<file path="src/rtl/encoder_pid_motor_controller_assert.svh">
// ============================================================================
// Assertion macros for the encoder PID motor controller
// Shared concurrent assertion forms used by the RTL modules.
// ============================================================================
`ifndef ENCODER_PID_MOTOR_CONTROLLER_ASSERT_SVH
`define ENCODER_PID_MOTOR_CONTROLLER_ASSERT_SVH

// Same-cycle implication, disabled while reset is low
`define EPMC_ASSERT_NOW(label, clk, rst_n, ante, cons, msg) \
    label: assert property (@(posedge clk) disable iff (!rst_n) (ante) |-> (cons)) \
        else $error(msg);

// Next-cycle implication, disabled while reset is low
`define EPMC_ASSERT_NEXT(label, clk, rst_n, ante, cons, msg) \
    label: assert property (@(posedge clk) disable iff (!rst_n) (ante) |=> (cons)) \
        else $error(msg);

`endif

</file>
<file path="src/rtl/epmc_pkg.sv">
// ============================================================================
// Encoder PID motor controller package
// Widths, codes, shared structs and the drive clamp.
// ============================================================================
package epmc_pkg;

    // Field and datapath widths
    localparam int GAIN_W    = 16;
    localparam int GAIN_FRAC = 8;
    localparam int MIN_W     = 8;
    localparam int GOAL_W    = 16;
    localparam int VEL_W     = 16;
    localparam int VERR_W    = VEL_W + GAIN_FRAC;
    localparam int PERR_W    = 32;
    localparam int POSC_W    = 32;
    localparam int PROD_W    = PERR_W + GAIN_W;
    localparam int FRAC_W    = 16;
    localparam int SUM_W     = PROD_W + GAIN_FRAC + 2;
    localparam int INT_W     = 18;
    localparam int DUTY_W    = 8;
    localparam int LIM_W     = 16;
    localparam int REG_IDX_W = 3;
    localparam int ADDR_W    = REG_IDX_W + 2;
    localparam int DATA_W    = 32;

    // Item kinds
    typedef enum logic {
        CMD_EDGE = 1'b0,
        CMD_TICK = 1'b1
    } t_cmd;

    // Register map, one word per register
    typedef enum logic [REG_IDX_W-1:0] {
        REG_VEL_KP  = 3'd0,
        REG_VEL_KI  = 3'd1,
        REG_VEL_KD  = 3'd2,
        REG_POS_KP  = 3'd3,
        REG_POS_KI  = 3'd4,
        REG_POS_KD  = 3'd5,
        REG_MIN_FWD = 3'd6,
        REG_MIN_REV = 3'd7
    } t_reg_idx;

    typedef struct packed {
        logic [GAIN_W-1:0] vel_kp;
        logic [GAIN_W-1:0] vel_ki;
        logic [GAIN_W-1:0] vel_kd;
        logic [GAIN_W-1:0] pos_kp;
        logic [GAIN_W-1:0] pos_ki;
        logic [GAIN_W-1:0] pos_kd;
        logic [MIN_W-1:0]  min_fwd;
        logic [MIN_W-1:0]  min_rev;
    } t_cfg;

    // Tick beat from the encoder stage to the PID pipeline
    typedef struct packed {
        logic                     hold;
        logic signed [GOAL_W-1:0] goal;
        logic signed [VEL_W-1:0]  meas;
        logic signed [PERR_W-1:0] perr;
        logic [POSC_W-1:0]        pos_count;
    } t_meas;

    // Result beat
    typedef struct packed {
        logic [DUTY_W-1:0]       fwd;
        logic [DUTY_W-1:0]       rev;
        logic signed [VEL_W-1:0] meas;
        logic [POSC_W-1:0]       pos_count;
        logic                    hold;
    } t_result;

    // Limit a Q.16 value to +-lim, lift small values to the minimum drive,
    // otherwise truncate toward zero to an integer duty.
    function automatic logic signed [INT_W-1:0] clamp_drive(
        input logic signed [SUM_W-1:0] v,
        input logic [LIM_W-1:0]        lim,
        input logic [MIN_W-1:0]        mf,
        input logic [MIN_W-1:0]        mr
    );
        logic signed [SUM_W-1:0] lim_q;
        logic signed [SUM_W-1:0] mf_q;
        logic signed [SUM_W-1:0] mr_q;
        logic signed [SUM_W-1:0] v_up;
        logic signed [INT_W-1:0] res;
        lim_q = $signed(SUM_W'({lim, FRAC_W'(0)}));
        mf_q  = $signed(SUM_W'({mf, FRAC_W'(0)}));
        mr_q  = $signed(SUM_W'({mr, FRAC_W'(0)}));
        v_up  = v + $signed(SUM_W'({FRAC_W{1'b1}}));
        if (v < -lim_q) begin
            res = -$signed(INT_W'(lim));
        end else if (v > lim_q) begin
            res = $signed(INT_W'(lim));
        end else if (v > 0 && v < mf_q) begin
            res = $signed(INT_W'(mf));
        end else if (v < 0 && v > -mr_q) begin
            res = -$signed(INT_W'(mr));
        end else if (v >= 0) begin
            res = v[INT_W+FRAC_W-1:FRAC_W];
        end else begin
            res = v_up[INT_W+FRAC_W-1:FRAC_W];
        end
        return res;
    endfunction

endpackage

</file>
<file path="src/rtl/epmc_enc.sv">
// ============================================================================
// Encoder PID motor controller position stage
// Input register, quadrature position count, velocity and hold error.
// ============================================================================
`include "encoder_pid_motor_controller_assert.svh"

module epmc_enc #(
    parameter int unsigned POSITION_WIDTH = 32
) (
    input  logic                               i_clk,
    input  logic                               i_rst_n,
    input  logic                               i_valid,
    output logic                               o_ready,
    input  epmc_pkg::t_cmd                     i_cmd,
    input  logic                               i_phase_a,
    input  logic                               i_phase_b,
    input  logic signed [epmc_pkg::GOAL_W-1:0] i_goal_velocity,
    output logic                               o_meas_valid,
    input  logic                               i_meas_ready,
    output epmc_pkg::t_meas                    o_meas
);
    import epmc_pkg::*;

    localparam int unsigned EXT_W =
        (POSITION_WIDTH > POSC_W) ? POSITION_WIDTH : POSC_W + 1;
    localparam logic signed [EXT_W-1:0] VEL_HI  = EXT_W'({1'b0, {(VEL_W-1){1'b1}}});
    localparam logic signed [EXT_W-1:0] VEL_LO  = ~VEL_HI;
    localparam logic signed [EXT_W-1:0] PERR_HI = EXT_W'({1'b0, {(PERR_W-1){1'b1}}});
    localparam logic signed [EXT_W-1:0] PERR_LO = ~PERR_HI;

    // Input register
    logic                     r_in_valid;
    t_cmd                     r_cmd;
    logic                     r_phase_a;
    logic                     r_phase_b;
    logic signed [GOAL_W-1:0] r_goal;

    // Position state
    logic [POSITION_WIDTH-1:0] r_position;
    logic [POSITION_WIDTH-1:0] r_prev_pos;
    logic [POSITION_WIDTH-1:0] r_hold_target;
    logic                      r_latch_pending;
    logic [POSITION_WIDTH-1:0] n_position;

    // Output stage
    logic  r_meas_valid;
    t_meas r_meas;
    t_meas n_meas;

    logic                      in_tick;
    logic                      in_hold;
    logic                      s1_ready;
    logic                      take;
    logic                      tick_take;
    logic                      edge_take;
    logic [POSITION_WIDTH-1:0] vel_diff;
    logic [POSITION_WIDTH-1:0] target_eff;
    logic [POSITION_WIDTH-1:0] hold_diff;
    logic signed [EXT_W-1:0]   vel_ext;
    logic signed [EXT_W-1:0]   perr_ext;
    logic signed [EXT_W-1:0]   pos_ext;

    // Handshake: edge beats retire here, tick beats need room downstream
    assign in_tick   = (r_cmd == CMD_TICK);
    assign in_hold   = (r_goal == '0);
    assign s1_ready  = !r_meas_valid || i_meas_ready;
    assign take      = r_in_valid && (!in_tick || s1_ready);
    assign tick_take = take && in_tick;
    assign edge_take = take && !in_tick;
    assign o_ready   = !r_in_valid || take;

    assign o_meas_valid = r_meas_valid;
    assign o_meas       = r_meas;

    // Quadrature step: up when the phases agree
    assign n_position = (r_phase_a == r_phase_b) ? r_position + POSITION_WIDTH'(1)
                                                 : r_position - POSITION_WIDTH'(1);

    // Wrap-aware differences
    assign vel_diff   = r_position - r_prev_pos;
    assign target_eff = r_latch_pending ? r_position : r_hold_target;
    assign hold_diff  = target_eff - r_position;
    assign vel_ext    = EXT_W'($signed(vel_diff));
    assign perr_ext   = EXT_W'($signed(hold_diff));
    assign pos_ext    = EXT_W'($signed(r_position));

    // Tick beat payload with saturation
    always_comb begin
        n_meas.hold      = in_hold;
        n_meas.goal      = r_goal;
        n_meas.pos_count = pos_ext[POSC_W-1:0];
        if (vel_ext > VEL_HI) begin
            n_meas.meas = VEL_HI[VEL_W-1:0];
        end else if (vel_ext < VEL_LO) begin
            n_meas.meas = VEL_LO[VEL_W-1:0];
        end else begin
            n_meas.meas = vel_ext[VEL_W-1:0];
        end
        if (perr_ext > PERR_HI) begin
            n_meas.perr = PERR_HI[PERR_W-1:0];
        end else if (perr_ext < PERR_LO) begin
            n_meas.perr = PERR_LO[PERR_W-1:0];
        end else begin
            n_meas.perr = perr_ext[PERR_W-1:0];
        end
    end

    // Control and state registers
    always_ff @(posedge i_clk) begin
        if (!i_rst_n) begin
            r_in_valid      <= 1'b0;
            r_meas_valid    <= 1'b0;
            r_position      <= '0;
            r_prev_pos      <= '0;
            r_hold_target   <= '0;
            r_latch_pending <= 1'b0;
        end else begin
            if (o_ready) begin
                r_in_valid <= i_valid;
            end
            if (s1_ready) begin
                r_meas_valid <= tick_take;
            end
            if (edge_take) begin
                r_position <= n_position;
            end
            if (tick_take) begin
                r_prev_pos <= r_position;
                if (in_hold) begin
                    if (r_latch_pending) begin
                        r_hold_target <= r_position;
                    end
                    r_latch_pending <= 1'b0;
                end else begin
                    r_latch_pending <= 1'b1;
                end
            end
        end
    end

    // Payload registers
    always_ff @(posedge i_clk) begin
        if (i_valid && o_ready) begin
            r_cmd     <= i_cmd;
            r_phase_a <= i_phase_a;
            r_phase_b <= i_phase_b;
            r_goal    <= i_goal_velocity;
        end
        if (tick_take) begin
            r_meas <= n_meas;
        end
    end

    `EPMC_ASSERT_NEXT(a_edge_moves_position, i_clk, i_rst_n, edge_take,
        r_position != $past(r_position), "edge beat left position unchanged")
    `EPMC_ASSERT_NEXT(a_hold_clears_latch, i_clk, i_rst_n, tick_take && in_hold,
        !r_latch_pending, "hold tick left latch pending")
    `EPMC_ASSERT_NEXT(a_edge_no_result, i_clk, i_rst_n, edge_take && !r_meas_valid,
        !r_meas_valid, "edge beat produced a tick beat")

endmodule

</file>
<file path="config.mk">
export PLATFORM = sky130hd
export DESIGN_NAME = epmc_enc
export DESIGN_NICKNAME = d
export VERILOG_FILES = /design/src/rtl/epmc_pkg.sv /design/src/rtl/epmc_enc.sv
export VERILOG_INCLUDE_DIRS = /design/src /design/src/rtl
export SDC_FILE = /design/constraint.sdc
export NUM_CORES = 1
export LEC_CHECK = 0
export ABC_AREA = 1
export BUFFER_PORTS_ARGS = -buffer_cell sky130_fd_sc_hd__buf_2
export CORE_AREA = 4 4 229 231
export CTS_CLUSTER_SIZE = 20
export DETAILED_ROUTE_END_ITERATION = 8
export DIE_AREA = 0 0 233 235
export PLACE_DENSITY_LB_ADDON = 0.2
export REMOVE_ABC_BUFFERS = 1
export SYNTH_ARGS = -nofsm -noshare
export SYNTH_HDL_FRONTEND = slang
export SYNTH_SLANG_ARGS = --single-unit
</file>
<file path="constraint.sdc">
create_clock -name i_clk -period 5.9 [get_ports i_clk]
set_input_delay 1.18 -clock i_clk [delete_from_list [all_inputs] [get_ports i_clk]]
set_output_delay 1.18 -clock i_clk [all_outputs]
set_load 0.01 [all_outputs]
</file>
==> Yosys cells after proc, flatten, opt, wreduce, memory -nomap -nowiden <==
Index checks and enable logic that the tools add are counted.
{ "totals": {"register_bits": 215, "in_bits": 23} }
{ "op_classes": {"addsub": 4, "n_lt_le_gt_ge": 4, "n_eq_ne": 1, "n_mux": 5, "n_reduce_logical": 12} }
{ "op_table": {"columns": ["cell", "n"], "rows": [
  ["32-bit 2-to-1 mux", 3],
  ["32-bit subtractor", 2],
  ["32-bit by 1-bit adder with 32-bit output (second input constant)", 1],
  ["32-bit by 16-bit greater-than comparator with 1-bit output (second input constant)", 1],
  ["32-bit greater-than comparator (second input constant)", 1],
  ["32-bit by 16-bit < comparator with 1-bit output (second input constant)", 1],
  ["32-bit < comparator (second input constant)", 1],
  ["32-bit by 1-bit subtractor with 32-bit output (second input constant)", 1],
  ["16-bit zero test", 1],
  ["16-bit 2-to-1 mux", 1],
  ["1-bit logical AND", 4],
  ["1-bit zero test", 3],
  ["1-bit logical OR", 3],
  ["2-bit AND reduction", 1],
  ["1-bit == test", 1],
  ["1-bit 2-to-1 mux", 1]
]} }

==> Longest topological paths before layout <==
Gate-level depths: netlist of the first run.
{ "logic_depth": {"word_depth": 6, "mapped_depth": 21, "mapped_depth_nobuf": 20} }

==> Least setup slack after synthesis of the first run <==
Ideal clock, no wire load.
{ "synth_timing": {"path_kind": "reg-to-reg", "startpoint": "register r_phase_b", "endpoint": "register r_position[22]", "setup_time_ns": 0.115, "arrival_ns": 3.431, "required_ns": 5.785, "setup_slack_ns": 2.353, "stages_incl_launch_ff": 13, "n_path_buf": 0, "synth_period_minus_slack_ns": 3.547, "cell_sequence": "edfxtp_1 -> xor2_1 -> ha_1 -> a21oi_1 -> nand2_1 -> a21oi_1 -> o21ai_0 -> nand2_1 -> nand2_1 -> a21o_1 -> xor2_1 -> o21ai_0 -> inv_1"} }
{ "synth_via": {"elab_chain_cells": 2} }
{ "synth_lines": {"columns": ["item", "line_no", "text"], "rows": [
  ["start, declared", "epmc_enc.sv:35", "logic r_phase_b;"],
  ["start signal, assigned", "epmc_enc.sv:146", "r_phase_b <= i_phase_b;"],
  ["1-bit == test", "epmc_enc.sv:76", "assign n_position = (r_phase_a == r_phase_b) ? r_position + POSITION_WIDTH'(1)"],
  ["32-bit 2-to-1 mux", "epmc_enc.sv:76", null],
  ["end signal, assigned", "epmc_enc.sv:125", "r_position <= n_position;"],
  ["end, declared", "epmc_enc.sv:39", "logic [POSITION_WIDTH-1:0] r_position;"]
]} }
Every way passes these cells.
A chain may end at the register's enable or synchronous reset.

==> Worst setup path after layout of the first run <==
{ "layout_timing": {"startpoint": "register r_latch_pending", "endpoint": "register r_meas, in the netlist o_meas[56], data pin"} }
{ "layout_via": {"elab_chain_cells": 4, "word_cells_on_any_way": 5, "cone_classes": "add/sub: 1; order compare: 2; mux: 2"} }
{ "layout_lines": {"columns": ["item", "line_no", "text"], "rows": [
  ["start, declared", "epmc_enc.sv:42", "logic r_latch_pending;"],
  ["start signal, assigned", "epmc_enc.sv:116", "r_latch_pending <= 1'b0;"],
  ["start signal, assigned", "epmc_enc.sv:133", "r_latch_pending <= 1'b0;"],
  ["start signal, assigned", "epmc_enc.sv:135", "r_latch_pending <= 1'b1;"],
  ["32-bit 2-to-1 mux *", null, null],
  ["32-bit subtractor *", "epmc_enc.sv:82", "assign hold_diff = target_eff - r_position;"],
  ["32-bit < comparator", "epmc_enc.sv:101", "end else if (perr_ext < PERR_LO) begin"],
  ["32-bit 2-to-1 mux", "epmc_enc.sv:101", null],
  ["end signal, assigned", "epmc_enc.sv:150", "r_meas <= n_meas;"],
  ["end, declared", "epmc_enc.sv:47", "t_meas r_meas;"]
]} }
Mark *: on every way between the ends. The rest lies on a longest branch, timed or not.

==> impl_metrics.ini, run 1 <==
[clock_network]
clk_latency_ps = 550
cts_resized = 0
postCtsSetupBuffers = 0
postCtsHoldBufs = 0
cts_tree = done
clkTransAtPathRegs_ps = 60
root_buffer = clkbuf_16
cts_sinks = 215
cts_max_level = 1
cts.path.max_buffers = 3
numCtsBuffers = 27

[detailed_routing]
vias_per_cell = 4.45
vias = 11495
wl_um = 37900
post-route-drc-count = 0
drtAntennaViolNets = 0
detail_route.wl_per_cell_um = 14.7
drtIter0Drc = 687
drt-pass1-iter-count = 5

[setup_path]
worstPathRequired_ps = 6200
critPathSlowestCell = dfxtp_2
cpLargestDelayFamily = compound AO/OA/AOI/OAI gates
path_cells = nand2_1 -> o21ai_0 -> ha_1 -> inv_1 -> fa_1 -> nand3_1 -> nand2_1 -> a21oi_1 -> o21ai_1 -> a21boi_0 -> o21bai_1 -> a21oi_1 -> xnor2_1
r2r_end = o_meas[56]
worstPathMaxFanout = 28
max_stage_delay_ps = 620
rr_worst_depth = 13
reg2reg_slack_ps = 2460
start_kind = register
critPathArrivalTime_ps = 3740
worstSetupPathType = register to register
r2r-start = r_latch_pending
crit_start = r_latch_pending
path_buf_inv = 1
end_kind = register

[finish]
utilization_pct = 31.2
fin_nets = 2009
fin_area_mm2 = 0.0156
diodes = 0
drive_gt1_share_pct = 11.7
synthToLayoutAreaGrowth_pct = 15.8

[hold_path]
whs_path_depth = 2
whs_endpoint = r_hold_target[13]
hold_start = r_hold_target[13]
hp-class = register to register

[sta]
clock_skew_ps = 17.0
fmax_mhz = 290
worstMarginPinSlew_ps = 1070
min_period_ps = 3440
setup_viol = 0
fin_tns_setup_ps = 0
finalCritPeriodShare_pct = 58.4
relSlewSlack_pct = 28.9
rsz0062_at_grt = false
slew_viol_final = 0
final_hold_viol_count = 0

[status]
status = finished, final reports clean

[placed_design]
port_buffers = 121
gp_congestion = 0.890
dpl.hpwl_um = 29700
placedInstanceArea_mm2 = 0.0148

[yosys]
syn_area_per_cell_um2 = 7.60
synth-seq-cells = 215
synthMuxAreaShare_pct = 0
synthAdderAreaFrac_pct = 8.98
synthSimpleGateAreaFrac_pct = 20.2
ys.flop_type = edfxtp_1
synth_top_family_by_area = simple AND/OR/NAND/NOR gates
async_flop_share_pct = 0
yosys_warnings = 0
syn_inst = 1773
yosys-top-cells-area = edfxtp_1 26%, dfxtp_1 15%, nand2_1 11%, ha_1 8.5%, inv_1 8.3%
yosysTopAreaCell = edfxtp_1
ys_types = 43
syn-cell-area_mm2 = 0.0135
synth_xor_area_share_pct = 4.47
synth_top_area_share_pct = 25.8
synth_edf_count = 116
ys_seq_area_share_pct = 40.5
synth_compound_area_share_pct = 15.9

[job]
max-cap-violations = 0

[floorplanning]
die_y_um = 235
ios = 122
die_x_um = 233
num_rows = 82
initial_core_util_pct = 26.9
die-area_mm2 = 0.0548
core_area_mm2 = 0.0501

[grt]
grt_util_met3_pct = 1.82
grt.total_usage_pct = 13.7
met2_usage_pct = 22.8
grt_busiest_layer = met2
antenna_found_initial = 0
grt_max_degree = 74
overflow = 0
grt_pass1_wl_um = 61300
grt_pass1_vias = 11352
met1_usage_pct = 18.7

[pwr]
p_leak_uw = 0.00723
vdd_drop_max_mv = 0.163
power_density_mw_per_mm2 = 283
how the worst max path moves through the flow:
| stage | to | cells after the start |
|---|---|---|
| 6_report | o_meas[56] | 13 |
| 5_1_grt | o_meas[56] | 13 |
| 4_1_cts | o_meas[56] | 13 |
| 3_5_place_dp | r_hold_target[0] | 9 |
| 3_3_place_gp | r_hold_target[0] | 9 |
| 2_1_floorplan | r_hold_target[0] | 7 |
worst min-delay path, stage by stage (launching register included):
cell and delay, ps:
dfxtp_1 290, inv_1 50, a21oi_1 50
logic make-up (layout without fill, tap and decap cells):
group,after synthesis,in the layout
AOI/OAI and AO/OA,400,400
buffers and inverters,348,485
DFF,215,215
adders and majority gates,95,95
xor gates and xnor gates,68,68
and+or+nand+nor,647,647
state kept, by name (all words and copies together) (netlist names):
register         flops
r_hold_target       32
r_goal              16
r_position          32
r_in_valid           1
o_meas_valid         1
o_meas              97
in_tick              1
r_prev_pos          32
r_latch_pending      1
r_phase_b            1
r_phase_a            1
cell type report:
| cell class | instances | area (µm²) |
|---|---|---|
| clock buffers | 32 | 694 |
| clock inverters | 16 | 92.6 |
| fillers | 5452 | 34500 |
| inverters | 309 | 1160 |
| multi-input cells | 1210 | 6700 |
| flip-flops and latches | 215 | 5470 |
| well taps | 672 | 841 |
| repair buffers | 128 | 658 |
synth_stat cells (all sizes together) (9+ instances only):
cell type  count
nand2        419
nand4         14
o21ai        159
clkbuf        37
a21o          13
a21oi        186
nor2         118
o21bai         9
xor2          51
inv          308
nor3          11
nand3         71
ha            92
xnor2         17
edfxtp       116
dfxtp         99
per-stage QoR:
stage / worst slack, ps / power (µW) / std cells / hold slack, ps
2_1_floorplan: 286 / 2620 / 1734 / 424
5_1_grt: 2140 / 4730 / 2582 / 463
3_3_place_gp: 2240 / 2950 / 2534 / 434
4_1_cts: 2430 / 4490 / 2582 / 448
3_5_place_dp: 2260 / 2950 / 2534 / 438
6_report: 2460 / 4420 / 2582 / 447
power by group:
part	switching (µW)	internal (µW)	leakage, µW
Clock	658	839	0.000389
Combinational	790	394	0.00495
Sequential	52.6	1680	0.00189
metal layers:
layer	wire length [µm]	share of wire [%]	vias to the layer above
met1	18200	48	5205
met2	17300	46	180
met5	0	0	-
met4	1030	2.7	0
met3	1390	3.7	61
li1	-	-	6049
cell usage in the layout, fill, tap and decap left out, types with 27 or more instances in the layout:
master       n
nor2_1     104
buf_2      121
edfxtp_1   116
ha_1        92
nand2_1    400
a21oi_1    185
clkbuf_16   27
nand3_1     65
dfxtp_1     98
o21ai_0    156
xor2_1      49
inv_1      299
Note: power is estimated with default switching activity, not from simulation.
==> run 2, diff against run 1 <==
Clock period 5.9 ns to 3.6 ns, I/O delays scaled along.
==> run 2 against run 1 <==
  * Clock skew rose by 5.4 ps
  * Sequential share of layout area decreased by 0.86 points
  * Wire length is 5.1% higher
  * Die area is the same
  * Sequential power increased by 63%
  * Largest cell class unchanged
  * Setup slack worse by 2100 ps
  * Register-to-register slack lost 2100 ps
  * Cell area rose by 2.5%
  * Critical path depth down 2
  * Hold slack worse by 89 ps
==> impl_metrics.ini, run 2 (synthesized netlist as in run 1, its figures left out) <==
[status]
status = finished, final reports clean

[clock_network]
cts.path.max_buffers = 3
cts_resized = 0
root_buffer = clkbuf_16
numCtsBuffers = 27
cts_sinks = 215
cts_tree = done
clkTransAtPathRegs_ps = 60
clk_latency_ps = 550
cts_max_level = 1
postCtsHoldBufs = 0
postCtsSetupBuffers = 0

[grt]
grt.total_usage_pct = 14.4
grt_util_met3_pct = 1.60
overflow = 0
grt_busiest_layer = met2
grt_pass1_vias = 11626
grt_max_degree = 104
met1_usage_pct = 20.1
antenna_found_initial = 0
met2_usage_pct = 23.8
grt_pass1_wl_um = 63600

[finish]
final_cell_mix = 400 x nand2_1, 299 x inv_1, 185 x a21oi_1
fin_nets = 2034
synthToLayoutAreaGrowth_pct = 18.8
utilization_pct = 32.0
diodes = 0
finalNonFillerCells = 2608
layout_commonest_cell = nand2_1
drive_gt1_share_pct = 13.2
largest_reg_flops = 97

[job]
max-cap-violations = 0

[floorplanning]
die_x_um = 233
ios = 122
core_area_mm2 = 0.0501
initial_core_util_pct = 26.9
num_rows = 82
die_y_um = 235
die-area_mm2 = 0.0548

[detailed_routing]
post-route-drc-count = 0
drtIter0Drc = 581
vias_per_cell = 4.47
wl_um = 39900
drt-pass1-iter-count = 5
detail_route.wl_per_cell_um = 15.3
vias = 11668
drtAntennaViolNets = 0

[hold_path]
hp-class = input pin to register

[setup_path]
worstSetupPathType = register to register
start_kind = register
worstPathRequired_ps = 3880
worstPathMaxFanout = 54
end_kind = register
critPathSlowestCell = dfxtp_2
path_cells = buf_4 -> o21ai_0 -> ha_1 -> nand2_1 -> nor2_1 -> nand3_1 -> nand3_1 -> a21oi_1 -> o21bai_1 -> a21oi_1 -> xnor2_1
reg2reg_slack_ps = 390
cpLargestDelayFamily = compound AO/OA/AOI/OAI gates
path_buf_inv = 1
max_stage_delay_ps = 450
critPathArrivalTime_ps = 3490

[sta]
min_period_ps = 3210
final_hold_viol_count = 0
relSlewSlack_pct = 29.2
setup_ws_ps = 394
worstMarginPinSlew_ps = 1060
finalCritPeriodShare_pct = 89.1
clock_skew_ps = 22.4
fmax_mhz = 312
rsz0062_at_grt = false
slew_viol_final = 0
finalHoldWorstSlack_ps = 358
setup_viol = 0

[placed_design]
place_ws_ps = 368
dpl.hpwl_um = 31100
dp_cells = 2559
gp_congestion = 0.908
port_buffers = 121

[pwr]
power_density_mw_per_mm2 = 491
vdd_drop_max_mv = 0.288
p_leak_uw = 0.00746
[run 2: cell types whose count changed in the layout (fill, tap and decap cells not counted), sizes merged]
| cell | previous run | this run |
|---|---|---|
| clkinv | 15 | 9 |
| buf | 128 | 153 |
| clkbuf | 32 | 29 |
| bufinv | 0 | 6 |
| inv | 309 | 312 |
| clkinvlp | 1 | 2 |
[run 2: final cells by class]
| cell class | instances | area (µm²) |
|---|---|---|
| multi-input cells | 1210 | 6700 |
| clock buffers | 29 | 704 |
| fillers | 5515 | 34100 |
| inverters | 309 | 1160 |
| flip-flops and latches | 215 | 5470 |
| clock inverters | 20 | 277 |
| well taps | 672 | 841 |
| repair buffers | 153 | 858 |
[run 2: path summary, 6_finish.rpt]
check                          from                end  cells past startpoint
setup / recovery    r_latch_pending         o_meas[53]                     11
hold / removal            i_phase_b          r_phase_b                      1
setup reg to reg    r_latch_pending         o_meas[53]                     11
hold reg to reg   r_hold_target[19]  r_hold_target[19]                      2
[run 2: through the flow]
stage	cell area (µm²)	total power [µW]	TNS, ps
floorplan	13300	4300	-52310
global placement	15000	4920	0
detailed placement	15000	4910	0
CTS	16000	7990	0
global route	16000	8350	0
finish	16000	7860	0
[run 2: layer usage]
| layer | part of all wire (%) | up-vias |
|---|---|---|
| li1 | - | 6112 |
| met1 | 48 | 5328 |
| met2 | 46 | 176 |
| met3 | 3.6 | 52 |
| met4 | 2.0 | 0 |
| met5 | 0 | - |
[run 2: power breakdown]
part | leakage [µW] | switching (µW) | internal, µW
clock | 0.000479 | 1140 | 1860
sequential | 0.00189 | 60.8 | 2750
combinational | 0.00508 | 1360 | 679
total | 0.00746 | 2570 | 5290
