[src/rtl/encoder_pid_motor_controller_assert.svh]
// ============================================================================
// Assertion macros for the encoder PID motor controller
// Shared concurrent assertion forms used by the RTL modules.
// ============================================================================
`ifndef ENCODER_PID_MOTOR_CONTROLLER_ASSERT_SVH
`define ENCODER_PID_MOTOR_CONTROLLER_ASSERT_SVH

// Same-cycle implication, disabled while reset is low
`define EPMC_ASSERT_NOW(label, clk, rst_n, ante, cons, msg) \
    label: assert property (@(posedge clk) disable iff (!rst_n) (ante) |-> (cons)) \
        else $error(msg);

// Next-cycle implication, disabled while reset is low
`define EPMC_ASSERT_NEXT(label, clk, rst_n, ante, cons, msg) \
    label: assert property (@(posedge clk) disable iff (!rst_n) (ante) |=> (cons)) \
        else $error(msg);

`endif

[src/rtl/epmc_pkg.sv]
// ============================================================================
// Encoder PID motor controller package
// Widths, codes, shared structs and the drive clamp.
// ============================================================================
package epmc_pkg;

    // Field and datapath widths
    localparam int GAIN_W    = 16;
    localparam int GAIN_FRAC = 8;
    localparam int MIN_W     = 8;
    localparam int GOAL_W    = 16;
    localparam int VEL_W     = 16;
    localparam int VERR_W    = VEL_W + GAIN_FRAC;
    localparam int PERR_W    = 32;
    localparam int POSC_W    = 32;
    localparam int PROD_W    = PERR_W + GAIN_W;
    localparam int FRAC_W    = 16;
    localparam int SUM_W     = PROD_W + GAIN_FRAC + 2;
    localparam int INT_W     = 18;
    localparam int DUTY_W    = 8;
    localparam int LIM_W     = 16;
    localparam int REG_IDX_W = 3;
    localparam int ADDR_W    = REG_IDX_W + 2;
    localparam int DATA_W    = 32;

    // Item kinds
    typedef enum logic {
        CMD_EDGE = 1'b0,
        CMD_TICK = 1'b1
    } t_cmd;

    // Register map, one word per register
    typedef enum logic [REG_IDX_W-1:0] {
        REG_VEL_KP  = 3'd0,
        REG_VEL_KI  = 3'd1,
        REG_VEL_KD  = 3'd2,
        REG_POS_KP  = 3'd3,
        REG_POS_KI  = 3'd4,
        REG_POS_KD  = 3'd5,
        REG_MIN_FWD = 3'd6,
        REG_MIN_REV = 3'd7
    } t_reg_idx;

    typedef struct packed {
        logic [GAIN_W-1:0] vel_kp;
        logic [GAIN_W-1:0] vel_ki;
        logic [GAIN_W-1:0] vel_kd;
        logic [GAIN_W-1:0] pos_kp;
        logic [GAIN_W-1:0] pos_ki;
        logic [GAIN_W-1:0] pos_kd;
        logic [MIN_W-1:0]  min_fwd;
        logic [MIN_W-1:0]  min_rev;
    } t_cfg;

    // Tick beat from the encoder stage to the PID pipeline
    typedef struct packed {
        logic                     hold;
        logic signed [GOAL_W-1:0] goal;
        logic signed [VEL_W-1:0]  meas;
        logic signed [PERR_W-1:0] perr;
        logic [POSC_W-1:0]        pos_count;
    } t_meas;

    // Result beat
    typedef struct packed {
        logic [DUTY_W-1:0]       fwd;
        logic [DUTY_W-1:0]       rev;
        logic signed [VEL_W-1:0] meas;
        logic [POSC_W-1:0]       pos_count;
        logic                    hold;
    } t_result;

    // Limit a Q.16 value to +-lim, lift small values to the minimum drive,
    // otherwise truncate toward zero to an integer duty.
    function automatic logic signed [INT_W-1:0] clamp_drive(
        input logic signed [SUM_W-1:0] v,
        input logic [LIM_W-1:0]        lim,
        input logic [MIN_W-1:0]        mf,
        input logic [MIN_W-1:0]        mr
    );
        logic signed [SUM_W-1:0] lim_q;
        logic signed [SUM_W-1:0] mf_q;
        logic signed [SUM_W-1:0] mr_q;
        logic signed [SUM_W-1:0] v_up;
        logic signed [INT_W-1:0] res;
        lim_q = $signed(SUM_W'({lim, FRAC_W'(0)}));
        mf_q  = $signed(SUM_W'({mf, FRAC_W'(0)}));
        mr_q  = $signed(SUM_W'({mr, FRAC_W'(0)}));
        v_up  = v + $signed(SUM_W'({FRAC_W{1'b1}}));
        if (v < -lim_q) begin
            res = -$signed(INT_W'(lim));
        end else if (v > lim_q) begin
            res = $signed(INT_W'(lim));
        end else if (v > 0 && v < mf_q) begin
            res = $signed(INT_W'(mf));
        end else if (v < 0 && v > -mr_q) begin
            res = -$signed(INT_W'(mr));
        end else if (v >= 0) begin
            res = v[INT_W+FRAC_W-1:FRAC_W];
        end else begin
            res = v_up[INT_W+FRAC_W-1:FRAC_W];
        end
        return res;
    endfunction

endpackage

[src/rtl/epmc_cfg.sv]
// ============================================================================
// Encoder PID motor controller register block
// APB-style gain and minimum-drive registers with read-back.
// ============================================================================
module epmc_cfg (
    input  logic                        i_clk,
    input  logic                        i_rst_n,
    input  logic                        psel,
    input  logic                        penable,
    input  logic                        pwrite,
    input  logic [epmc_pkg::ADDR_W-1:0] paddr,
    input  logic [epmc_pkg::DATA_W-1:0] pwdata,
    output logic [epmc_pkg::DATA_W-1:0] prdata,
    output logic                        pready,
    output epmc_pkg::t_cfg              o_cfg
);
    import epmc_pkg::*;

    t_cfg     r_cfg;
    t_cfg     n_cfg;
    t_reg_idx reg_idx;
    logic     wr_en;

    assign reg_idx = t_reg_idx'(paddr[ADDR_W-1:2]);
    assign wr_en   = psel && penable && pwrite && pready;
    assign pready  = 1'b1;
    assign o_cfg   = r_cfg;

    // Register write decode
    always_comb begin
        n_cfg = r_cfg;
        if (wr_en) begin
            case (reg_idx)
                REG_VEL_KP:  n_cfg.vel_kp  = pwdata[GAIN_W-1:0];
                REG_VEL_KI:  n_cfg.vel_ki  = pwdata[GAIN_W-1:0];
                REG_VEL_KD:  n_cfg.vel_kd  = pwdata[GAIN_W-1:0];
                REG_POS_KP:  n_cfg.pos_kp  = pwdata[GAIN_W-1:0];
                REG_POS_KI:  n_cfg.pos_ki  = pwdata[GAIN_W-1:0];
                REG_POS_KD:  n_cfg.pos_kd  = pwdata[GAIN_W-1:0];
                REG_MIN_FWD: n_cfg.min_fwd = pwdata[MIN_W-1:0];
                REG_MIN_REV: n_cfg.min_rev = pwdata[MIN_W-1:0];
                default: ;
            endcase
        end
    end

    always_ff @(posedge i_clk) begin
        if (!i_rst_n) begin
            r_cfg <= '0;
        end else begin
            r_cfg <= n_cfg;
        end
    end

    // Read-back mux
    always_comb begin
        case (reg_idx)
            REG_VEL_KP:  prdata = DATA_W'(r_cfg.vel_kp);
            REG_VEL_KI:  prdata = DATA_W'(r_cfg.vel_ki);
            REG_VEL_KD:  prdata = DATA_W'(r_cfg.vel_kd);
            REG_POS_KP:  prdata = DATA_W'(r_cfg.pos_kp);
            REG_POS_KI:  prdata = DATA_W'(r_cfg.pos_ki);
            REG_POS_KD:  prdata = DATA_W'(r_cfg.pos_kd);
            REG_MIN_FWD: prdata = DATA_W'(r_cfg.min_fwd);
            REG_MIN_REV: prdata = DATA_W'(r_cfg.min_rev);
            default:     prdata = '0;
        endcase
    end

endmodule

[config.mk]
export PLATFORM = sky130hd
export DESIGN_NAME = epmc_cfg
export DESIGN_NICKNAME = d
export VERILOG_FILES = /design/src/rtl/encoder_pid_motor_controller_assert.svh /design/src/rtl/epmc_pkg.sv /design/src/rtl/epmc_cfg.sv
export SDC_FILE = /design/constraint.sdc
export NUM_CORES = 1
export LEC_CHECK = 0
export BUFFER_PORTS_ARGS = -buffer_cell sky130_fd_sc_hd__buf_2
export CAP_MARGIN = 20
export CORE_UTILIZATION = 51
export DETAILED_ROUTE_END_ITERATION = 8
export PLACE_DENSITY_LB_ADDON = 0.2
export REMOVE_ABC_BUFFERS = 1
export SYNTH_ARGS = -nofsm -noshare
export SYNTH_HDL_FRONTEND = slang
export SYNTH_SLANG_ARGS = --single-unit
[constraint.sdc]
create_clock -name i_clk -period 1.3 [get_ports i_clk]
set_input_delay 0.065 -clock i_clk [delete_from_list [all_inputs] [get_ports i_clk]]
set_output_delay 0.065 -clock i_clk [all_outputs]
set_load 0.005 [all_outputs]
; ---- Word-level counts from Yosys, hierarchy flattened
; Index checks and enable logic that the tools add are counted.
[totals]
regBits = 112
inputBits = 42
out_inout_bits = 145
word_cells = 27
[op_classes]
n_eq_ne = 7
mux = 1
reduce_logical = 11
[ops]
columns = operator, count
row1 = case mux 32 bit (8 select lines), 1
row2 = AND reduction 2 bit, 8
row3 = "== test 3 bit, second input constant", 4
row4 = "== test 3 x 2 -> 1 bit, second input constant", 2
row5 = "== test 3 x 1 -> 1 bit, second input constant", 1
row6 = logical NOT 3 bit, 1
row7 = logical AND 1 bit, 2

; ---- Longest topological paths before layout
; Gate-level depths: netlist (run 1).
[depth]
ltp_word = 3
ltp_mapped = 7
ltp_nobuf = 4

; ---- Worst setup path before layout (run 1)
; OpenSTA, ideal clock, no wires.
[synth_path]
kind = input port to flip-flop
start = in paddr[3] (netlist bit)
end = reg r_cfg, in the netlist o_cfg[102]
setup_time_ns = 0.116
arrival_time_ns = 1.063
required_ns = 1.184
path_slack_ns = 0.121
path_stages = 7
path_cell_list = buf_6 > nand4b_4 > or3_1 > buf_2 > buf_2 > nand2_1 > a21boi_1
[synth_between]
elab_chain_cells = 2
[synth_lines]
columns = item, line_no
row1 = "start, declared", epmc_cfg.sv:11  ; input logic [epmc_pkg::ADDR_W-1:0] paddr,
row2 = logical NOT 3 bit, epmc_cfg.sv:33  ; case (reg_idx)
row3 = AND reduction 2 bit (no source line), --
row4 = "end signal, assigned", epmc_cfg.sv:51  ; r_cfg <= n_cfg;
row5 = "end, declared", epmc_cfg.sv:19  ; t_cfg r_cfg;
; Every way passes these cells.
; A chain may end at the register's enable or synchronous reset.

; ---- Worst setup path in the final report (run 1)
[layout_path]
start = reg r_cfg, in the netlist o_cfg[95]
end = out prdata[15] (netlist bit)
[layout_between]
elab_chain_cells = 1
[layout_lines]
columns = item, line_no
row1 = case mux 32 bit (8 select lines), epmc_cfg.sv:57  ; case (reg_idx)
row2 = "end, declared", epmc_cfg.sv:13  ; output logic [epmc_pkg::DATA_W-1:0] prdata,
; Every way passes these cells. The select of a mux whose other input is x is not followed.

==> impl_metrics.yaml, run 1 <==
sta:
  final-hold-violation-count: 0
  fin_worst_skew_ps: 0
  post-route-period-util_pct: 116
  setup_slack_ps: -214
  tns_ps: -2350
  grt_setup_unrepaired: "true"
  worst_pin_slew_ps: 687
  maxSlewHeadroom_pct: 54.1
  maxSlewViolCount: 0
  hold_slack_ps: 16.0
  period_needed_ps: 1510
  finalSetupViolations: 16
  timing.fmax_mhz: 660
floorplanning:
  fp.dieW_um: 106
  dieArea_um2: 11200
  row_count: 37
  die_h_um: 106
  core_area_um2: 10400
  start_util_pct: 53.0
  io_pins: 187
global_route:
  grtUsageTotal_pct: 31.8
  grt_pass1_vias: 5234
  overflow: 0
  antenna_found_initial: 0
  grt_pass1_wl_mm: 27.4
  grt_max_degree: 113
critical_path:
  start_kind: "flip-flop"
  cp_max_fo: 3
  worst_setup_path_end_kind: "primary output"
  crit_path_cell_trace: "nor2b_1, o22ai_1, a222oi_1, nor2_1, buf_2"
  cp_data_arrival_time_ps: 1450
  slowest_stage: "a222oi_1"
  worstSetupPathType: "reg -> out"
  cp.required_ps: 1240
  cpPeakStageDelay_ps: 360
drt:
  via_per_inst: 5.58
  drtPass1Iterations: 5
  drc: 0
  dr.first_iter.drc_count: 373
  wl_mm: 17.6
  vias: 5521
  wl_per_cell_um: 17.8
  ant_nets: 0
  wl_met3_mm: 1.64
  topRoutingLayerUsed: "met4"
  wl_met1_mm: 7.10
  wl_met2_mm: 8.48
layout:
  multi_input_area_um2: 2900
  largest_reg_flops: 112
  antennaDiodeCount: 0
  nets: 892
  area_growth_pct: 31.4
  regArea_um2: 2300
  drive_gt1_share_pct: 37.7
  num-fill-cells: 851
logic_synthesis:
  synth_largest_area_cell: "dfxtp_1"
  netlist.area_leader.share_pct: 40.8
  synth_area_um2: 5500
  avgSynthCellArea_um2: 8.37
  ys_warn_count: 0
  ys_top_cells_by_area: "dfxtp_1 41%, nand2_1 10%, a21boi_0 8.2%"
  synth_seq_area_share_pct: 40.8
  syn_inst: 657
  synth-seq-cells: 112
  ys_types: 39
clocking:
  cts-htree-levels: 3
  cts_buffers: 9
  clk_pin_slew_ps: 100
  cts_tree: "built"
  clk_path_buf_depth: 2
  cts_sinks: 112
  cts_root_buf: "clkbuf_8"
  clock_latency_ps: 370
power:
  switchingPower_uw: 1690
  comb_power_share_pct: 11.8
  internal-power_uw: 4480
  swShare_pct: 27.4
  clkPwrFrac_pct: 31.9
  power_density_nw_per_um2: 855
  vdd_drop_max_mv: 0.459
  leakage_uw: 0.00311
  seqPwrFrac_pct: 56.3
hold_path:
  hold_class: "in -> reg"
placed_design:
  io_buffer_count: 151
  post-place-ws_ps: -320
  hpwl_mm: 11.8
  place_congestion: 0.853
job:
  maxCapViolCount: 0
outcome:
  status: "finished, violations left"
  violations: "negative setup slack"
[synthesized netlist by cell type (all sizes together)]
cell / n
a221oi: 14
buf: 54
inv: 15
a211oi: 1
mux2i: 30
o22ai: 7
o32a: 1
a22o: 7
a21boi: 98
o21ai: 52
nand3: 1
nand2b: 3
nor3b: 1
o22a: 1
nand4: 1
nand4b: 1
conb: 2
or2: 1
dfxtp: 112
nand2: 148
a21oi: 2
or3: 3
nor3: 2
a222oi: 7
nand3b: 2
clkbuf: 23
o2bb2ai: 7
a22oi: 1
nor2b: 24
nor2: 36
[path summary, 6_finish.rpt]
check	start	to	slack (ps)	cells past startpoint
max	o_cfg[95]$_SDFFE_PN0P_	prdata[15]	-210	5
max reg2reg	o_cfg[3]$_SDFFE_PN0P_	o_cfg[3]$_SDFFE_PN0P_	500	3
min	pwdata[3]	o_cfg[19]$_SDFFE_PN0P_	20	3
min reg2reg	o_cfg[69]$_SDFFE_PN0P_	o_cfg[69]$_SDFFE_PN0P_	470	2
[cell usage in the layout (no fill, tap or decap), types with 2 or more instances in the layout]
master / Yosys / layout
a21boi_0: 60 / 60
a21boi_1: 38 / 38
a21oi_1: 2 / 2
a221oi_1: 14 / 2
a221oi_2: 0 / 12
a222oi_1: 7 / 7
a22o_1: 7 / 7
buf_12: 0 / 10
buf_2: 21 / 150
buf_4: 23 / 69
clkbuf_8: 0 / 9
clkinvlp_4: 0 / 2
conb_1: 2 / 17
dfxtp_1: 112 / 67
dfxtp_2: 0 / 45
dlygate4sd3_1: 0 / 14
inv_1: 15 / 15
inv_6: 0 / 2
mux2i_1: 30 / 29
nand2_1: 148 / 148
nand2b_1: 2 / 2
nand3b_1: 2 / 2
nor2_1: 30 / 28
nor2_2: 2 / 4
nor2_4: 2 / 2
nor2_8: 2 / 2
nor2b_1: 24 / 22
nor2b_2: 0 / 2
nor3_4: 2 / 2
o21ai_0: 52 / 50
o21ai_1: 0 / 2
o22ai_1: 7 / 7
o2bb2ai_1: 7 / 7
or3_1: 3 / 2
[cell type report]
| class | count | area share, % |
|---|---|---|
| clock buffers | 9 | 1.71 |
| flip-flops and latches | 112 | 31.8 |
| clock inverters | 6 | 0.727 |
| multi-input cells | 468 | 40.2 |
| repair buffers | 244 | 22.4 |
| well taps | 136 | 2.36 |
| inverters | 15 | 0.779 |
[stage by stage]
stage	total power, µW	instances	cell area (µm²)	utilization (%)
4_1_cts	6170	986	7100	68.5
3_3_place_gp	4190	938	6570	63.4
3_5_place_dp	4200	938	6570	63.4
5_1_grt	6390	990	7220	69.7
6_report	6180	990	7220	69.7
2_1_floorplan	3790	595	5100	-
[power by group through the flow]
stage	logic [µW]	clock network (µW)	registers, µW
detailed placement	648	0	3550
finish	731	1970	3470
CTS	698	1990	3470
floorplan	241	0	3550
global route	782	2130	3480
global placement	642	0	3550
[cells by family (layout without fill, tap and decap cells)]
logic type,Yosys count,count (layout),synth area share (%)
muxes,30,30,5.46
buffers and inverters,92,274,9.31
other,2,17,0.137
AOI/OAI and AO/OA,198,198,25.4
DFF,112,112,40.8
and+or+nand+nor,223,223,18.8
[critical path: cells and delay by family, from the launching register on]
kind | cells | cell delay [ps]
AOI/OAI and AO/OA | 2 | 430
buffers and inverters | 1 | 130
DFF | 1 | 350
and+or+nand+nor | 2 | 160
[layer usage]
metal  track usage [%]  vias up
li1                  -     2578
met1              41.1     2627
met2              51.9      282
met3              5.44       34
met4              13.9        0
met5                 0        -
[timing repair]
item | in CTS | in global routing
hold buffers | 14 | 0
gates resized for setup | 43 | 25
endpoints found under the setup margin | 16 | 16
buffers inserted | 19 | 4
hold endpoints to repair | 72 | 0
pin swaps | 16 | 8
Note: power is estimated with default switching activity, not from simulation.
==> inputs of run 2 (changes only) <==
HOLD_SLACK_MARGIN = 0.02   (was unset)
==> run 2 against run 1 <==
Compared with the run above:
- critical endpoint is now prdata[14]
- combinational power up 0.7%
- first-iteration DRC count down 5.4%
- the flow still finishes with violations (negative setup slack)
- critical path depth unchanged
- routed wire length up 0.48%
==> impl_metrics.yaml, run 2 (synthesized netlist as in run 1, its figures left out) <==
layout:
  final_common_cell: "buf_2"
  largest_reg_flops: 112
  area_growth_pct: 31.8
  final_util_pct: 69.9
  antennaDiodeCount: 0
  nets: 894
  drive_gt1_share_pct: 37.6
  final_cell_mix: "150 x buf_2, 148 x nand2_1, 69 x buf_4"
  fin_area_um2: 7240
power:
  leakage_uw: 0.00311
  power_density_nw_per_um2: 855
  power_uw: 6190
  vdd_drop_max_mv: 0.460
critical_path:
  cp_max_fo: 3
  worst_setup_path_end_kind: "primary output"
  slowest_stage: "dfxtp_2"
  cp_top_family: "compound AO/OA/AOI/OAI gates"
  cpPeakStageDelay_ps: 350
  worstSetupPathType: "reg -> out"
  start_kind: "flip-flop"
  cp_data_arrival_time_ps: 1420
  crit_path_cell_trace: "nor2b_1, o22ai_1, a222oi_1, nor2_1, buf_2"
  cp.required_ps: 1240
  timing.critical_path.buf_inv: 1
clocking:
  cts_sinks: 112
  cts_tree: "built"
  clock_latency_ps: 370
  clk_path_buf_depth: 2
  cts-htree-levels: 3
  cts_root_buf: "clkbuf_8"
  clk_pin_slew_ps: 110
  cts_buffers: 9
floorplanning:
  row_count: 37
  start_util_pct: 53.0
  fp.dieW_um: 106
  die_h_um: 106
  dieArea_um2: 11200
  core_area_um2: 10400
  io_pins: 187
job:
  maxCapViolCount: 0
drt:
  wl_per_cell_um: 17.8
  wl_mm: 17.7
  ant_nets: 0
  via_per_inst: 5.52
  drtPass1Iterations: 5
  drc: 0
  dr.first_iter.drc_count: 353
  vias: 5474
global_route:
  grt_pass1_wl_mm: 27.4
  grt_pass1_vias: 5240
  antenna_found_initial: 0
  overflow: 0
  grtUsageTotal_pct: 31.8
  grt_max_degree: 113
sta:
  worst_pin_slew_ps: 680
  finalSetupViolations: 16
  setup_slack_ps: -181
  fin_worst_skew_ps: 0
  post-route-period-util_pct: 114
  period_needed_ps: 1480
  maxSlewViolCount: 0
  maxSlewHeadroom_pct: 54.6
  hold_slack_ps: 216
  grt_setup_unrepaired: "true"
  final-hold-violation-count: 0
  timing.fmax_mhz: 675
outcome:
  violations: "negative setup slack"
  status: "finished, violations left"
hold_path:
  hold_class: "in -> reg"
placed_design:
  hpwl_mm: 11.8
  post-place-ws_ps: -320
  placed_cell_area_um2: 6570
  place_congestion: 0.853
  io_buffer_count: 151
[run 2: changes by cell type in the layout (fill, tap and decap cells not counted)]
cell,before,now
dlygate4sd3_1,14,16
[run 2: worst paths after layout]
check	slack, ps	end	cells past startpoint	startpoint
max reg2reg	490	o_cfg[3]$_SDFFE_PN0P_	3	o_cfg[3]$_SDFFE_PN0P_
min	220	o_cfg[70]$_SDFFE_PN0P_	3	i_rst_n
max	-180	prdata[14]	5	o_cfg[94]$_SDFFE_PN0P_
min reg2reg	470	o_cfg[69]$_SDFFE_PN0P_	2	o_cfg[69]$_SDFFE_PN0P_
[run 2: through the flow]
stage | cells | setup TNS, ps
floorplan | 595 | -3520
global placement | 938 | -9400
detailed placement | 938 | -12590
CTS | 988 | -2650
global route | 992 | -3830
finish | 992 | -2310
[run 2: final cells by class]
type                    instances  area [µm²]
fillers                       849        3130
repair buffers                246        1640
inverters                      15        56.3
flip-flops and latches        112        2300
multi-input cells             468        2900
clock buffers                   9         124
clock inverters                 6        52.6
well taps                     136         170
[run 2: where the power goes]
part / leakage (µW) / switching (µW) / internal, µW
Sequential: 0.000926 / 19.6 / 3460
Clock: 0.0000842 / 1270 / 719
Combinational: 0.00210 / 420 / 315
[run 2: timing repair]
item | 4_1_cts | 5_1_grt
hold buffers | 16 | 0
hold endpoints to repair | 94 | 0
setup buffers | 19 | 4
pin swaps | 16 | 8
resized for setup | 43 | 25
endpoints found under the setup margin | 16 | 16
[run 2: per-layer routing]
layer  GRT usage, %  routed length [µm]  vias to the layer above
li1               -                   -                     2580
met1           41.1                7300                     2594
met2           52.0                8460                      266
met3           5.44                1500                       34
met4           13.9                 405                        0
met5              0                   0                        -
[run 2: tightest hold or removal path: cells and delay by family]
family                 cells  cell delay [ps]
buffers and inverters      2              330
AO/OA/AOI/OAI              1              170
==> inputs of run 3 (changes only) <==
--- a/config.mk
+++ b/config.mk
@@ -14,2 +14,3 @@
 export REMOVE_ABC_BUFFERS = 1
+export SKIP_CTS_REPAIR_TIMING = 1
 export SYNTH_ARGS = -nofsm -noshare
==> constraint.sdc (replaced) <==
create_clock -name i_clk -period 1.3 [get_ports i_clk]
set_input_delay 0 -clock i_clk [delete_from_list [all_inputs] [get_ports i_clk]]
set_output_delay 0 -clock i_clk [all_outputs]
set_load 0.005 [all_outputs]
==> run 3 against run 2 <==
Compared with the run above:
- the run still ends with negative setup slack left
- non-clock buffer count fell by 13
- first-iteration DRC count increased by 11%
- global-route usage down 1.4 points
- critical path depth is 1 lower
- clock power up 18%
- maximum frequency increased by 1.1%
- routed wire length fell by 0.71%
- sequential power barely moved
==> impl_metrics.yaml, run 3 (synthesized netlist as in run 1, its figures left out) <==
power:
  comb_power_share_pct: 11.0
  power_density_nw_per_um2: 918
  seqPwrFrac_pct: 53.2
  leakage_uw: 0.00306
  vdd_drop_max_mv: 0.692
  swShare_pct: 25.6
  clkPwrFrac_pct: 35.8
  switchingPower_uw: 1680
  internal-power_uw: 4860
floorplanning:
  io_pins: 187
  start_util_pct: 53.0
  dieArea_um2: 11200
  fp.dieW_um: 106
  die_h_um: 106
  core_area_um2: 10400
  row_count: 37
global_route:
  grt_max_degree: 113
  grtUsageTotal_pct: 30.4
  overflow: 0
  grt_pass1_vias: 4924
  antenna_found_initial: 0
  grt_pass1_wl_mm: 26.2
drt:
  drc: 0
  dr.first_iter.drc_count: 393
  wl_mm: 17.5
  ant_nets: 0
  vias: 5474
  wl_per_cell_um: 17.9
  drtPass1Iterations: 7
  via_per_inst: 5.59
placed_design:
  hpwl_mm: 12.0
  io_buffer_count: 151
  place_congestion: 0.854
  placed_cell_area_um2: 6540
critical_path:
  cp_top_family: "compound AO/OA/AOI/OAI gates"
  worst_setup_path_end_kind: "primary output"
  cpPeakStageDelay_ps: 340
  rrSetupSlack_ps: 460
  cp.required_ps: 1300
  worstSetupPathType: "reg -> out"
  crit_path_cell_trace: "mux2i_1, o21ai_0, o32a_1, buf_2"
  start_kind: "flip-flop"
  cp_data_arrival_time_ps: 1460
  slowest_stage: "dfxtp_2"
  cp_max_fo: 2
  timing.critical_path.buf_inv: 1
clocking:
  cts_tree: "built"
  cts_sinks: 112
  clock_latency_ps: 380
  cts_buffers: 9
  cts_root_buf: "clkbuf_8"
  cts-htree-levels: 3
  clk_pin_slew_ps: 110
  clk_path_buf_depth: 2
hold_path:
  hold_class: "in -> reg"
sta:
  maxSlewHeadroom_pct: 52.2
  timing.fmax_mhz: 683
  final-hold-violation-count: 0
  post-route-period-util_pct: 113
  maxSlewViolCount: 0
  finalSetupViolations: 15
  setup_slack_ps: -164
  worst_pin_slew_ps: 715
  grt_setup_unrepaired: "true"
  period_needed_ps: 1460
  fin_worst_skew_ps: 0
layout:
  drive_gt1_share_pct: 34.0
  final_cell_mix: "151 x buf_2, 148 x nand2_1, 85 x dfxtp_1"
  antennaDiodeCount: 0
  final_common_cell: "buf_2"
  largest_reg_flops: 112
  final_util_pct: 68.6
  nets: 881
  num-fill-cells: 879
  area_growth_pct: 29.5
  fin_area_um2: 7120
job:
  maxCapViolCount: 0
outcome:
  violations: "negative setup slack"
  status: "finished, violations left"
[run 3: worst paths after layout]
path | from | endpoint | cells after the start
max | o_cfg[1]$_SDFFE_PN0P_ | prdata[1] | 4
min | i_rst_n | o_cfg[54]$_SDFFE_PN0P_ | 3
max reg2reg | o_cfg[52]$_SDFFE_PN0P_ | o_cfg[52]$_SDFFE_PN0P_ | 2
min reg2reg | o_cfg[71]$_SDFFE_PN0P_ | o_cfg[71]$_SDFFE_PN0P_ | 2
[run 3: through the flow]
stage / total power, µW / instances / hold slack, ps / TNS (ps) / setup slack (ps)
after floorplan: 3790 / 595 / 128 / -1070 / -73.7
after global placement: 4190 / 937 / 292 / -2920 / -134
after detailed placement: 4200 / 937 / 300 / -5880 / -176
after CTS: 6470 / 953 / -118 / -2100 / -157
after global routing: 6730 / 980 / 155 / -2940 / -242
final: 6540 / 980 / 92.8 / -1750 / -164
[run 3: tightest hold or removal path: stages]
cell and delay (ps):
buf_2 110, buf_12 180, a21boi_0 160
[run 3: cell type report]
type | instances | area, µm² | area share (%)
clock buffer | 10 | 128 | 1.79
clock inverter | 6 | 91.3 | 1.28
inverter | 15 | 56.3 | 0.791
multi-input combinational | 468 | 2880 | 40.5
sequential | 112 | 2280 | 32.0
tap | 136 | 170 | 2.39
timing repair buffer | 233 | 1510 | 21.2
[run 3: power by group through the flow]
stage          Combinational [µW]  Sequential [µW]  Clock (µW)
2_1_floorplan                 241             3550           0
3_3_place_gp                  639             3550           0
3_5_place_dp                  645             3550           0
4_1_cts                       647             3470        2350
5_1_grt                       768             3480        2480
6_report                      722             3480        2340
[run 3: routing by layer]
| layer | global-route usage [%] | wire, µm | vias up |
|---|---|---|---|
| met5 | 0 | 0 | - |
| met4 | 10.7 | 433 | 0 |
| met3 | 4.08 | 1380 | 39 |
| met2 | 50.2 | 8180 | 296 |
| met1 | 40.6 | 7550 | 2578 |
| li1 | - | - | 2561 |
